**src/rtl/mfs_pkg.sv**
```systemverilog
// Shared types, codes and helpers for the multilevel feedback scheduler.
`timescale 1ns / 1ps

package mfs_pkg;

    localparam int PROC_COUNT_DEF  = 8;
    localparam int QUEUE_DEPTH_DEF = 8;

    localparam int ID_W      = 3;
    localparam int LVL_W     = 2;
    localparam int SLICE_W   = 8;
    localparam int OP_W      = 2;
    localparam int OC_W      = 2;
    localparam int STATUS_W  = 2;
    localparam int CFG_IDX_W = 2;

    // Three priority levels plus the I/O wait queue
    localparam int LEVEL_COUNT = 3;
    localparam int QUEUE_COUNT = 4;
    localparam logic [LVL_W-1:0] LVL_TOP    = 2'd0;
    localparam logic [LVL_W-1:0] LVL_MID    = 2'd1;
    localparam logic [LVL_W-1:0] LVL_BOTTOM = 2'd2;
    localparam logic [LVL_W-1:0] IO_QUEUE   = 2'd3;

    localparam logic [SLICE_W-1:0] SLICE0_RST = 8'd1;
    localparam logic [SLICE_W-1:0] SLICE1_RST = 8'd2;
    localparam logic [SLICE_W-1:0] SLICE2_RST = 8'd4;

    localparam logic [CFG_IDX_W-1:0] CFG_SLICE_LEVEL0 = 2'd0;
    localparam logic [CFG_IDX_W-1:0] CFG_SLICE_LEVEL1 = 2'd1;
    localparam logic [CFG_IDX_W-1:0] CFG_SLICE_LEVEL2 = 2'd2;

    typedef enum logic [OP_W-1:0] {
        OP_ADMIT    = 2'd0,
        OP_DISPATCH = 2'd1,
        OP_REPORT   = 2'd2,
        OP_IO_DONE  = 2'd3
    } t_op;

    typedef enum logic [OC_W-1:0] {
        OC_FINISHED = 2'd0,
        OC_IO_REQ   = 2'd1,
        OC_EXPIRED  = 2'd2
    } t_outcome;

    typedef enum logic [STATUS_W-1:0] {
        ST_OK    = 2'd0,
        ST_EMPTY = 2'd1,
        ST_FULL  = 2'd2,
        ST_NORUN = 2'd3
    } t_status;

    typedef struct packed {
        logic            push;
        logic            pop;
        logic [ID_W-1:0] id;
    } t_q_ctrl;

    typedef struct packed {
        logic [ID_W-1:0] head_id;
        logic            empty;
        logic            full;
    } t_q_stat;

    // id modulo the process count; ids are narrow so three subtract steps suffice for a process count of two or more
    function automatic logic [ID_W-1:0] slot_of(input logic [ID_W-1:0] id, input int pc);
        int v;
        v = int'(id);
        for (int k = 0; k < 3; k++) begin
            if (v >= pc) begin
                v = v - pc;
            end
        end
        return ID_W'(v);
    endfunction

    function automatic logic [LVL_W-1:0] clamp_level(input logic [LVL_W-1:0] lv);
        return (lv > LVL_BOTTOM) ? LVL_BOTTOM : lv;
    endfunction

endpackage

```
**src/rtl/mfs_if.sv**
```systemverilog
// Handshake channels of the scheduler: command, result and configuration write.
`timescale 1ns / 1ps

interface mfs_cmd_if import mfs_pkg::*; ();
    logic              valid;
    logic              ready;
    logic [OP_W-1:0]   operation;
    logic [ID_W-1:0]   process_id;
    logic [OC_W-1:0]   outcome;

    modport source (output valid, output operation, output process_id, output outcome,
                    input ready);
    modport sink   (input valid, input operation, input process_id, input outcome,
                    output ready);
endinterface

interface mfs_res_if import mfs_pkg::*; ();
    logic                valid;
    logic                ready;
    logic [ID_W-1:0]     granted_id;
    logic [LVL_W-1:0]    granted_level;
    logic [SLICE_W-1:0]  granted_slice;
    logic                valid_res;
    logic [STATUS_W-1:0] status;

    modport source (output valid, output granted_id, output granted_level,
                    output granted_slice, output valid_res, output status, input ready);
    modport sink   (input valid, input granted_id, input granted_level,
                    input granted_slice, input valid_res, input status, output ready);
endinterface

interface mfs_cfg_if import mfs_pkg::*; ();
    logic                 valid;
    logic                 ready;
    logic [CFG_IDX_W-1:0] index;
    logic [SLICE_W-1:0]   data;

    modport source (output valid, output index, output data, input ready);
    modport sink   (input valid, input index, input data, output ready);
endinterface

```
**src/rtl/mfs_queue.sv**
```systemverilog
// Circular id queue with a registered head entry read ahead from its memory.
`timescale 1ns / 1ps

module mfs_queue import mfs_pkg::*; #(
    parameter int DEPTH = QUEUE_DEPTH_DEF
) (
    input  logic    i_clk,
    input  logic    i_rst_n,
    input  t_q_ctrl i_ctrl,
    output t_q_stat o_stat
);

    localparam int PW = (DEPTH > 1) ? $clog2(DEPTH) : 1;
    localparam int CW = $clog2(DEPTH + 1);
    localparam logic [CW:0]   DEPTH_S = (CW + 1)'(DEPTH);
    localparam logic [CW-1:0] DEPTH_C = CW'(DEPTH);

    logic [ID_W-1:0] r_mem [DEPTH];
    logic [ID_W-1:0] r_head_data;
    logic [PW-1:0]   r_head;
    logic [CW-1:0]   r_count;

    logic [CW:0]     tail_sum;
    logic [CW:0]     tail_wrap;
    logic [PW-1:0]   tail;
    logic [PW:0]     head_inc;
    logic [PW-1:0]   head_next;
    logic [PW-1:0]   n_head;
    logic [CW-1:0]   n_count;

    always_comb begin
        tail_sum  = (CW + 1)'(r_head) + (CW + 1)'(r_count);
        tail_wrap = (tail_sum >= DEPTH_S) ? (tail_sum - DEPTH_S) : tail_sum;
        tail      = tail_wrap[PW-1:0];
        head_inc  = (PW + 1)'(r_head) + (PW + 1)'(1);
        head_next = (head_inc == (PW + 1)'(DEPTH)) ? '0 : head_inc[PW-1:0];
        n_head    = i_ctrl.pop ? head_next : r_head;
        n_count   = r_count + CW'(i_ctrl.push) - CW'(i_ctrl.pop);
    end

    always_ff @(posedge i_clk) begin
        if (!i_rst_n) begin
            r_head  <= '0;
            r_count <= '0;
        end else begin
            r_head  <= n_head;
            r_count <= n_count;
        end
    end

    // Memory and read-ahead head; bypass when the beat lands on the new head slot
    always_ff @(posedge i_clk) begin
        if (i_ctrl.push) begin
            r_mem[tail] <= i_ctrl.id;
        end
        if (i_ctrl.push && (tail == n_head)) begin
            r_head_data <= i_ctrl.id;
        end else begin
            r_head_data <= r_mem[n_head];
        end
    end

    assign o_stat.head_id = r_head_data;
    assign o_stat.empty   = (r_count == '0);
    assign o_stat.full    = (r_count >= DEPTH_C);

endmodule

```
**src/rtl/multilevel_feedback_scheduler.sv**
```systemverilog
// Top level of the three-level feedback scheduler with I/O wait queue.
`timescale 1ns / 1ps

// Takes one command beat per clock while results drain, and returns exactly one
// result beat for each: the command lands in an input register, then one
// pass of queue push/pop and level-pick logic writes the result register and the
// scheduler state together at the next edge. The input register takes one further
// command while a result waits downstream, then holds off until the result goes.
// Queue memories need no clearing pass after reset; entries are only read inside
// each queue's fill count. Slice registers may be written at any time the block
// holds no command.
module multilevel_feedback_scheduler import mfs_pkg::*; #(
    parameter int PROC_COUNT  = PROC_COUNT_DEF,
    parameter int QUEUE_DEPTH = QUEUE_DEPTH_DEF
) (
    input  logic      i_clk,
    input  logic      i_rst_n,
    mfs_cmd_if.sink   i_cmd,
    mfs_cfg_if.sink   i_cfg,
    mfs_res_if.source o_res
);

    // Ids are ID_W bits wide, so at most 2**ID_W level records are reachable
    localparam int LVL_SLOTS = (PROC_COUNT < (1 << ID_W)) ? PROC_COUNT : (1 << ID_W);
    localparam int LIDX_W    = (LVL_SLOTS > 1) ? $clog2(LVL_SLOTS) : 1;

    // Input register
    logic            r_in_valid;
    t_op             r_in_op;
    logic [ID_W-1:0] r_in_pid;
    t_outcome        r_in_oc;
    logic            advance;

    // Scheduler state
    logic [SLICE_W-1:0] r_slice [LEVEL_COUNT];
    logic [LVL_W-1:0]   r_plvl  [LVL_SLOTS];
    logic               r_run_valid;
    logic [ID_W-1:0]    r_run_id;

    // Result register
    logic                r_out_valid;
    logic [ID_W-1:0]     r_gid;
    logic [LVL_W-1:0]    r_glev;
    logic [SLICE_W-1:0]  r_gslice;
    logic                r_gvalid;
    t_status             r_status;

    t_q_ctrl q_ctrl [QUEUE_COUNT];
    t_q_stat q_stat [QUEUE_COUNT];

    logic               n_run_valid;
    logic [ID_W-1:0]    n_run_id;
    logic [ID_W-1:0]    n_gid;
    logic [LVL_W-1:0]   n_glev;
    logic [SLICE_W-1:0] n_gslice;
    logic               n_gvalid;
    t_status            n_status;

    logic [ID_W-1:0]    rd_id;
    logic [ID_W-1:0]    rd_slot;
    logic [LVL_W-1:0]   rd_lvl;
    logic [ID_W-1:0]    wr_slot;
    logic               lvl_we;
    logic [LVL_W-1:0]   lvl_wr_val;
    logic [LVL_W-1:0]   pick_lvl;
    logic               pick_any;
    logic [LVL_W-1:0]   step_lvl;

    assign advance     = r_in_valid && (!r_out_valid || o_res.ready);
    assign i_cmd.ready = !r_in_valid || advance;
    assign i_cfg.ready = 1'b1;

    for (genvar g = 0; g < QUEUE_COUNT; g++) begin : g_queue
        mfs_queue #(
            .DEPTH (QUEUE_DEPTH)
        ) u_queue (
            .i_clk   (i_clk),
            .i_rst_n (i_rst_n),
            .i_ctrl  (q_ctrl[g]),
            .o_stat  (q_stat[g])
        );
    end

    // One level record read: the running process for a report, else the I/O head
    always_comb begin
        rd_id   = (r_in_op == OP_REPORT) ? r_run_id : q_stat[IO_QUEUE].head_id;
        rd_slot = slot_of(rd_id, PROC_COUNT);
        rd_lvl  = clamp_level(r_plvl[rd_slot[LIDX_W-1:0]]);
    end

    always_comb begin
        pick_any = 1'b1;
        priority if (!q_stat[LVL_TOP].empty) begin
            pick_lvl = LVL_TOP;
        end else if (!q_stat[LVL_MID].empty) begin
            pick_lvl = LVL_MID;
        end else if (!q_stat[LVL_BOTTOM].empty) begin
            pick_lvl = LVL_BOTTOM;
        end else begin
            pick_lvl = LVL_TOP;
            pick_any = 1'b0;
        end
    end

    always_comb begin
        for (int k = 0; k < QUEUE_COUNT; k++) begin
            q_ctrl[k] = '0;
        end
        n_run_valid = r_run_valid;
        n_run_id    = r_run_id;
        n_gid       = '0;
        n_glev      = '0;
        n_gslice    = '0;
        n_gvalid    = 1'b0;
        n_status    = ST_OK;
        lvl_we      = 1'b0;
        lvl_wr_val  = LVL_TOP;
        wr_slot     = rd_slot;
        step_lvl    = LVL_TOP;
        if (advance) begin
            unique case (r_in_op)
                OP_ADMIT: begin
                    wr_slot = slot_of(r_in_pid, PROC_COUNT);
                    if (q_stat[LVL_TOP].full) begin
                        n_status = ST_FULL;
                    end else begin
                        q_ctrl[LVL_TOP].push = 1'b1;
                        q_ctrl[LVL_TOP].id   = r_in_pid;
                        lvl_we   = 1'b1;
                        n_gid    = r_in_pid;
                        n_gvalid = 1'b1;
                    end
                end
                OP_DISPATCH: begin
                    if (!pick_any) begin
                        n_status = ST_EMPTY;
                    end else begin
                        q_ctrl[pick_lvl].pop = 1'b1;
                        n_run_valid = 1'b1;
                        n_run_id    = q_stat[pick_lvl].head_id;
                        n_gid       = q_stat[pick_lvl].head_id;
                        n_glev      = pick_lvl;
                        n_gslice    = r_slice[pick_lvl];
                        n_gvalid    = 1'b1;
                    end
                end
                OP_REPORT: begin
                    if (!r_run_valid) begin
                        n_status = ST_NORUN;
                    end else begin
                        unique case (r_in_oc)
                            OC_FINISHED: begin
                                n_run_valid = 1'b0;
                                n_gid       = r_run_id;
                                n_glev      = rd_lvl;
                                n_gvalid    = 1'b1;
                            end
                            OC_IO_REQ: begin
                                step_lvl = (rd_lvl == LVL_TOP) ? LVL_TOP
                                                               : rd_lvl - LVL_W'(1);
                                if (q_stat[IO_QUEUE].full) begin
                                    n_status = ST_FULL;
                                end else begin
                                    q_ctrl[IO_QUEUE].push = 1'b1;
                                    q_ctrl[IO_QUEUE].id   = r_run_id;
                                    lvl_we      = 1'b1;
                                    lvl_wr_val  = step_lvl;
                                    n_run_valid = 1'b0;
                                    n_gid       = r_run_id;
                                    n_glev      = step_lvl;
                                    n_gvalid    = 1'b1;
                                end
                            end
                            OC_EXPIRED: begin
                                step_lvl = (rd_lvl >= LVL_BOTTOM) ? LVL_BOTTOM
                                                                  : rd_lvl + LVL_W'(1);
                                if (q_stat[step_lvl].full) begin
                                    n_status = ST_FULL;
                                end else begin
                                    q_ctrl[step_lvl].push = 1'b1;
                                    q_ctrl[step_lvl].id   = r_run_id;
                                    lvl_we      = 1'b1;
                                    lvl_wr_val  = step_lvl;
                                    n_run_valid = 1'b0;
                                    n_gid       = r_run_id;
                                    n_glev      = step_lvl;
                                    n_gvalid    = 1'b1;
                                end
                            end
                            default: begin
                                // unknown outcome: drop, report ok with no process
                                n_status = ST_OK;
                            end
                        endcase
                    end
                end
                OP_IO_DONE: begin
                    if (q_stat[IO_QUEUE].empty) begin
                        n_status = ST_EMPTY;
                    end else if (q_stat[rd_lvl].full) begin
                        n_status = ST_FULL;
                    end else begin
                        q_ctrl[IO_QUEUE].pop = 1'b1;
                        q_ctrl[rd_lvl].push  = 1'b1;
                        q_ctrl[rd_lvl].id    = q_stat[IO_QUEUE].head_id;
                        n_gid    = q_stat[IO_QUEUE].head_id;
                        n_glev   = rd_lvl;
                        n_gvalid = 1'b1;
                    end
                end
                default: begin
                    n_status = ST_OK;
                end
            endcase
        end
    end

    // Control and state
    always_ff @(posedge i_clk) begin
        if (!i_rst_n) begin
            r_in_valid  <= 1'b0;
            r_out_valid <= 1'b0;
            r_run_valid <= 1'b0;
            r_run_id    <= '0;
            r_slice[0]  <= SLICE0_RST;
            r_slice[1]  <= SLICE1_RST;
            r_slice[2]  <= SLICE2_RST;
            for (int k = 0; k < LVL_SLOTS; k++) begin
                r_plvl[k] <= LVL_TOP;
            end
        end else begin
            if (i_cmd.valid && i_cmd.ready) begin
                r_in_valid <= 1'b1;
            end else if (advance) begin
                r_in_valid <= 1'b0;
            end
            if (advance) begin
                r_out_valid <= 1'b1;
            end else if (o_res.ready) begin
                r_out_valid <= 1'b0;
            end
            r_run_valid <= n_run_valid;
            r_run_id    <= n_run_id;
            if (lvl_we) begin
                r_plvl[wr_slot[LIDX_W-1:0]] <= lvl_wr_val;
            end
            if (i_cfg.valid) begin
                unique case (i_cfg.index)
                    CFG_SLICE_LEVEL0: r_slice[0] <= i_cfg.data;
                    CFG_SLICE_LEVEL1: r_slice[1] <= i_cfg.data;
                    CFG_SLICE_LEVEL2: r_slice[2] <= i_cfg.data;
                    default: begin
                        // no register at this index: ignore the beat
                    end
                endcase
            end
        end
    end

    // Payload
    always_ff @(posedge i_clk) begin
        if (i_cmd.valid && i_cmd.ready) begin
            r_in_op  <= t_op'(i_cmd.operation);
            r_in_pid <= i_cmd.process_id;
            r_in_oc  <= t_outcome'(i_cmd.outcome);
        end
        if (advance) begin
            r_gid    <= n_gid;
            r_glev   <= n_glev;
            r_gslice <= n_gslice;
            r_gvalid <= n_gvalid;
            r_status <= n_status;
        end
    end

    assign o_res.valid         = r_out_valid;
    assign o_res.granted_id    = r_gid;
    assign o_res.granted_level = r_glev;
    assign o_res.granted_slice = r_gslice;
    assign o_res.valid_res     = r_gvalid;
    assign o_res.status        = r_status;

    a_empty_result_zero: assert property (@(posedge i_clk) disable iff (!i_rst_n)
        (o_res.valid && !o_res.valid_res) |->
            (o_res.granted_id == '0 && o_res.granted_level == '0 &&
             o_res.granted_slice == '0))
        else $error("result without a process carries non-zero fields");

    a_granted_is_ok: assert property (@(posedge i_clk) disable iff (!i_rst_n)
        (o_res.valid && o_res.valid_res) |-> (o_res.status == ST_OK))
        else $error("granted process reported with an error status");

    a_run_from_dispatch: assert property (@(posedge i_clk) disable iff (!i_rst_n)
        $rose(r_run_valid) |-> $past(advance && r_in_op == OP_DISPATCH))
        else $error("running process set by something other than dispatch");

    a_io_queue_sane: assert property (@(posedge i_clk) disable iff (!i_rst_n)
        !(q_stat[IO_QUEUE].empty && q_stat[IO_QUEUE].full))
        else $error("I/O queue flagged both empty and full");

endmodule

```
**src/flat_wrapper.sv**
```systemverilog
// flat-port wrapper written by rule: the top's interface ports become plain ports
module multilevel_feedback_scheduler_flat import mfs_pkg::*;
#(
    parameter int PROC_COUNT  = PROC_COUNT_DEF,
    parameter int QUEUE_DEPTH = QUEUE_DEPTH_DEF
)
  (i_clk, i_rst_n, i_cmd_valid, i_cmd_operation, i_cmd_process_id, i_cmd_outcome, i_cmd_ready, i_cfg_valid, i_cfg_index, i_cfg_data, i_cfg_ready, o_res_valid, o_res_granted_id, o_res_granted_level, o_res_granted_slice, o_res_valid_res, o_res_status, o_res_ready);
  mfs_cmd_if i_cmd_i ();
  mfs_cfg_if i_cfg_i ();
  mfs_res_if o_res_i ();
  input  logic i_clk;
  input  logic i_rst_n;
  input wire logic [$bits(i_cmd_i.valid)-1:0] i_cmd_valid;
  input wire logic [$bits(i_cmd_i.operation)-1:0] i_cmd_operation;
  input wire logic [$bits(i_cmd_i.process_id)-1:0] i_cmd_process_id;
  input wire logic [$bits(i_cmd_i.outcome)-1:0] i_cmd_outcome;
  output wire logic [$bits(i_cmd_i.ready)-1:0] i_cmd_ready;
  input wire logic [$bits(i_cfg_i.valid)-1:0] i_cfg_valid;
  input wire logic [$bits(i_cfg_i.index)-1:0] i_cfg_index;
  input wire logic [$bits(i_cfg_i.data)-1:0] i_cfg_data;
  output wire logic [$bits(i_cfg_i.ready)-1:0] i_cfg_ready;
  output wire logic [$bits(o_res_i.valid)-1:0] o_res_valid;
  output wire logic [$bits(o_res_i.granted_id)-1:0] o_res_granted_id;
  output wire logic [$bits(o_res_i.granted_level)-1:0] o_res_granted_level;
  output wire logic [$bits(o_res_i.granted_slice)-1:0] o_res_granted_slice;
  output wire logic [$bits(o_res_i.valid_res)-1:0] o_res_valid_res;
  output wire logic [$bits(o_res_i.status)-1:0] o_res_status;
  input wire logic [$bits(o_res_i.ready)-1:0] o_res_ready;
  assign i_cmd_i.valid = i_cmd_valid;
  assign i_cmd_i.operation = i_cmd_operation;
  assign i_cmd_i.process_id = i_cmd_process_id;
  assign i_cmd_i.outcome = i_cmd_outcome;
  assign i_cmd_ready = i_cmd_i.ready;
  assign i_cfg_i.valid = i_cfg_valid;
  assign i_cfg_i.index = i_cfg_index;
  assign i_cfg_i.data = i_cfg_data;
  assign i_cfg_ready = i_cfg_i.ready;
  assign o_res_valid = o_res_i.valid;
  assign o_res_granted_id = o_res_i.granted_id;
  assign o_res_granted_level = o_res_i.granted_level;
  assign o_res_granted_slice = o_res_i.granted_slice;
  assign o_res_valid_res = o_res_i.valid_res;
  assign o_res_status = o_res_i.status;
  assign o_res_i.ready = o_res_ready;
  multilevel_feedback_scheduler #(.PROC_COUNT(PROC_COUNT), .QUEUE_DEPTH(QUEUE_DEPTH)) u_core (.i_clk(i_clk), .i_rst_n(i_rst_n), .i_cmd(i_cmd_i), .i_cfg(i_cfg_i), .o_res(o_res_i));
endmodule
```
**config.mk**
```make
export PLATFORM = sky130hd
export DESIGN_NAME = multilevel_feedback_scheduler_flat
export DESIGN_NICKNAME = d
export VERILOG_FILES = /design/src/rtl/mfs_pkg.sv /design/src/rtl/mfs_if.sv /design/src/rtl/mfs_queue.sv /design/src/rtl/multilevel_feedback_scheduler.sv /design/src/flat_wrapper.sv
export SDC_FILE = /design/constraint.sdc
export NUM_CORES = 1
export LEC_CHECK = 0
export ABC_AREA = 1
export BUFFER_PORTS_ARGS = -buffer_cell sky130_fd_sc_hd__buf_2
export CAP_MARGIN = 5
export CORE_MARGIN = 1
export CORE_UTILIZATION = 45
export DETAILED_ROUTE_END_ITERATION = 7
export GPL_TIMING_DRIVEN = 0
export PLACE_DENSITY_LB_ADDON = 0.2
export SYNTH_ARGS = -nofsm -noshare
export SYNTH_HDL_FRONTEND = slang
export SYNTH_HIERARCHICAL = 1
export SYNTH_SLANG_ARGS = --single-unit
```
**constraint.sdc**
```tcl
create_clock -name i_clk -period 5 [get_ports i_clk]
set_input_delay 0 -clock i_clk [delete_from_list [all_inputs] [get_ports i_clk]]
set_output_delay 0 -clock i_clk [all_outputs]
set_load 0.01 [all_outputs]
```
==> reports/qor.csv <==
metric,value,unit
status,completed,
reg2reg_to,u_core/g_queue[3].u_queue/r_count[2],
relSlewSlack,26.09,%
synthesis.nets,1234,
finalCriticalPeriod,3898,ps
grt_pass1_wl,35190,microns
max_freq,0.2566,GHz
synth_seq_cells,205,
cts_tree,done,
cts_root_buffer,clkbuf_16,
drcViolationCount,0,
grt_pass1_vias,7165,
crit_required,5390,ps
clkSinkCount,205,
critPathKind,reg -> reg,
worst_pin_slew,1099,ps
synth_edf_count,159,
worst_hold_path.num_cells,2,
grt_overflow,0,
start_kind,flop,
synth_cell_types,40,
finalWeightedCongestion,0.8785,
worstHoldStart,i_cfg_index[1],
synth.avg_cell_area,8.893,sq um
maxCapViolCount,0,
crit_slowest_cell,dfxtp_1,
setup_tns,0,ps
dpl.hpwl,15540,microns
fin_cells,1556,
crit_buf_inv,4,
yosysWarnings,6,
wl,21560,microns
clkTransAtPathRegs,60,ps
maxSlewViolCount,0,
path_max_fanout,10,
fp-row-count,55,
rsz0062_at_grt,false,
core-area,22640,sq um
viasPerCell,4.862,
reg2reg_depth,26,
synth_ff_type,edfxtp_1,
holdPathEnd,u_core/r_slice[1][7],
cp-end-kind,flop,
reg2reg_setup_slack,1100,ps
drive_gt1_share,9.677,%
final_nets,1321,
setup_violations,0,
dp_slack,1075,ps
syn2layout_area_growth,14.76,%
max_stage_delay,400,ps
ys_top_cells_by_area,"edfxtp_1 (46%), nand2_1 (11%), dfxtp_1 (8.9%)",
hold_viol,0,
htreeDepth,1,
start_util,45.88,%
grt_max_degree,20,
io_buffer_count,39,
antenna_cells,0,
routed-via-count,7565,
die_h,153.9,microns
syn_inst,1168,
yosysSeqAreaShare,54.83,%
die_area,23690,sq um
routedWlPerCell,13.86,microns
power_density,340.5,nW/um^2
synthTopCellsByCount,"nand2_1 (295), inv_1 (226), edfxtp_1 (159)",
synth_top_cell_by_area,edfxtp_1,
fin_crit_sh,77.96,%
antenna_found_initial,0,
netlist_area,10390,sq um
arrival,4280,ps
die_x,153.9,microns
max-clock-path-buffers,3,
clock_skew,26.81,ps
synth_top_area_share,45.96,%
drt_iter0_drc,512,
drtPass1Iterations,7,
cts_buffers,22,
hp-class,in -> reg,
io_pins,41,
cts_resized,0,
leakagePower,5.263,nW
dp.cells,1492,
synth_most_common_cell,nand2_1,
crit_family,simple AND/OR/NAND/NOR gates,
grtUsageTotal,18.70,%
critPathMostFrequentCell,nand2_1,
ant_nets,0,
fin_hold_ws,36.70,ps
setup_ws,1102,ps
synthArstFlopShare,0,%
clkLatencyLatePin,520,ps
peakVddDrop,0.2344,mV
how the worst max path moves through the flow:
stage / start / to / slack (ps) / cells past startpoint
floorplan: flop / u_core/g_queue[3].u_queue/r_count[2] / 1840 / 27
global placement: flop / u_core/g_queue[3].u_queue/r_count[2] / 1090 / 26
detailed placement: flop / u_core/g_queue[3].u_queue/r_count[2] / 1080 / 26
CTS: flop / u_core/g_queue[3].u_queue/r_count[2] / 1050 / 26
global route: flop / u_core/g_queue[3].u_queue/r_count[2] / 780 / 25
finish: flop / u_core/g_queue[3].u_queue/r_count[2] / 1100 / 26
sequential cells by signal (all words and copies together) (netlist names), 2 cells and up, named ones only:
register and cells:
u_core/g_queue.u_queue/r_mem 96, u_core/r_slice 24, u_core/g_queue.u_queue/r_count 16, u_core/r_plvl 16, u_core/g_queue.u_queue/r_head 12, u_core/o_res.granted_slice 8, u_core/o_res.granted_id 3, u_core/r_in_pid 3
u_core/r_run_id 3, u_core/o_res.granted_level 2, u_core/o_res.status 2, u_core/r_in_oc 2, u_core/r_in_op 2
metrics by stage:
stage / total power (W) / utilization (%) / cell area, sq um
after floorplan: 0.002289 / - / 10390
after global placement: 0.002426 / 48.32 / 10940
after detailed placement: 0.002431 / 48.34 / 10940
after CTS: 0.004097 / 52.62 / 11910
after global routing: 0.004233 / 52.65 / 11920
final: 0.004059 / 52.65 / 11920
final cells by class:
class                   count  area, sq um
clock buffers              29        596.8
inverters                 232        875.8
repair buffers             63        432.9
clock inverters            11        141.4
flip-flops and latches    205         5695
plain buffers              19        161.4
fillers                  2063        10720
well taps                 285        356.6
multi-input cells         712         3660
layer usage:
metal / vias to the layer above / GRT usage, % / share of wire (%)
li1: 3925 / - / -
met1: 3444 / 24.55 / 46
met2: 168 / 32.32 / 48
met3: 28 / 2.621 / 4.7
met4: 0 / 5.095 / 1.6
met5: - / 0 / 0
cells by family after synthesis:
| kind of cell | count (synthesis) | synth area share [%] |
|---|---|---|
| fa+ha+maj | 44 | 5.878 |
| other cells | 1 | 0.03610 |
| simple gates | 582 | 24.45 |
| compound gates | 77 | 4.144 |
| xor+xnor | 8 | 0.6746 |
| flops | 205 | 54.83 |
| buf+inv | 251 | 9.985 |
cells in the final DEF, fill, tap and decap left out, drive strengths merged, types with 4 or more instances in the layout:
master,count
nand2,309
inv,232
edfxtp,159
nand3,124
nor2,113
buf,48
dfxtp,46
clkbuf,40
ha,36
a21oi,33
o21ai,28
dlygate4sd3,23
nand4,19
a31oi,8
xor2,8
fa,8
clkinv,7
nor3,5
or2,4
nor3b,4
power by group:
group          total [W]  internal (W)  switching [W]
clock            0.00165      0.000997       0.000650
combinational   0.000496      0.000167       0.000329
sequential       0.00192       0.00189      0.0000268
timing repair:
item,in CTS,in global routing
setup buffers,0,0
hold buffers,23,0
hold endpoints to repair,51,0
Note: power is estimated with default switching activity, not from simulation.
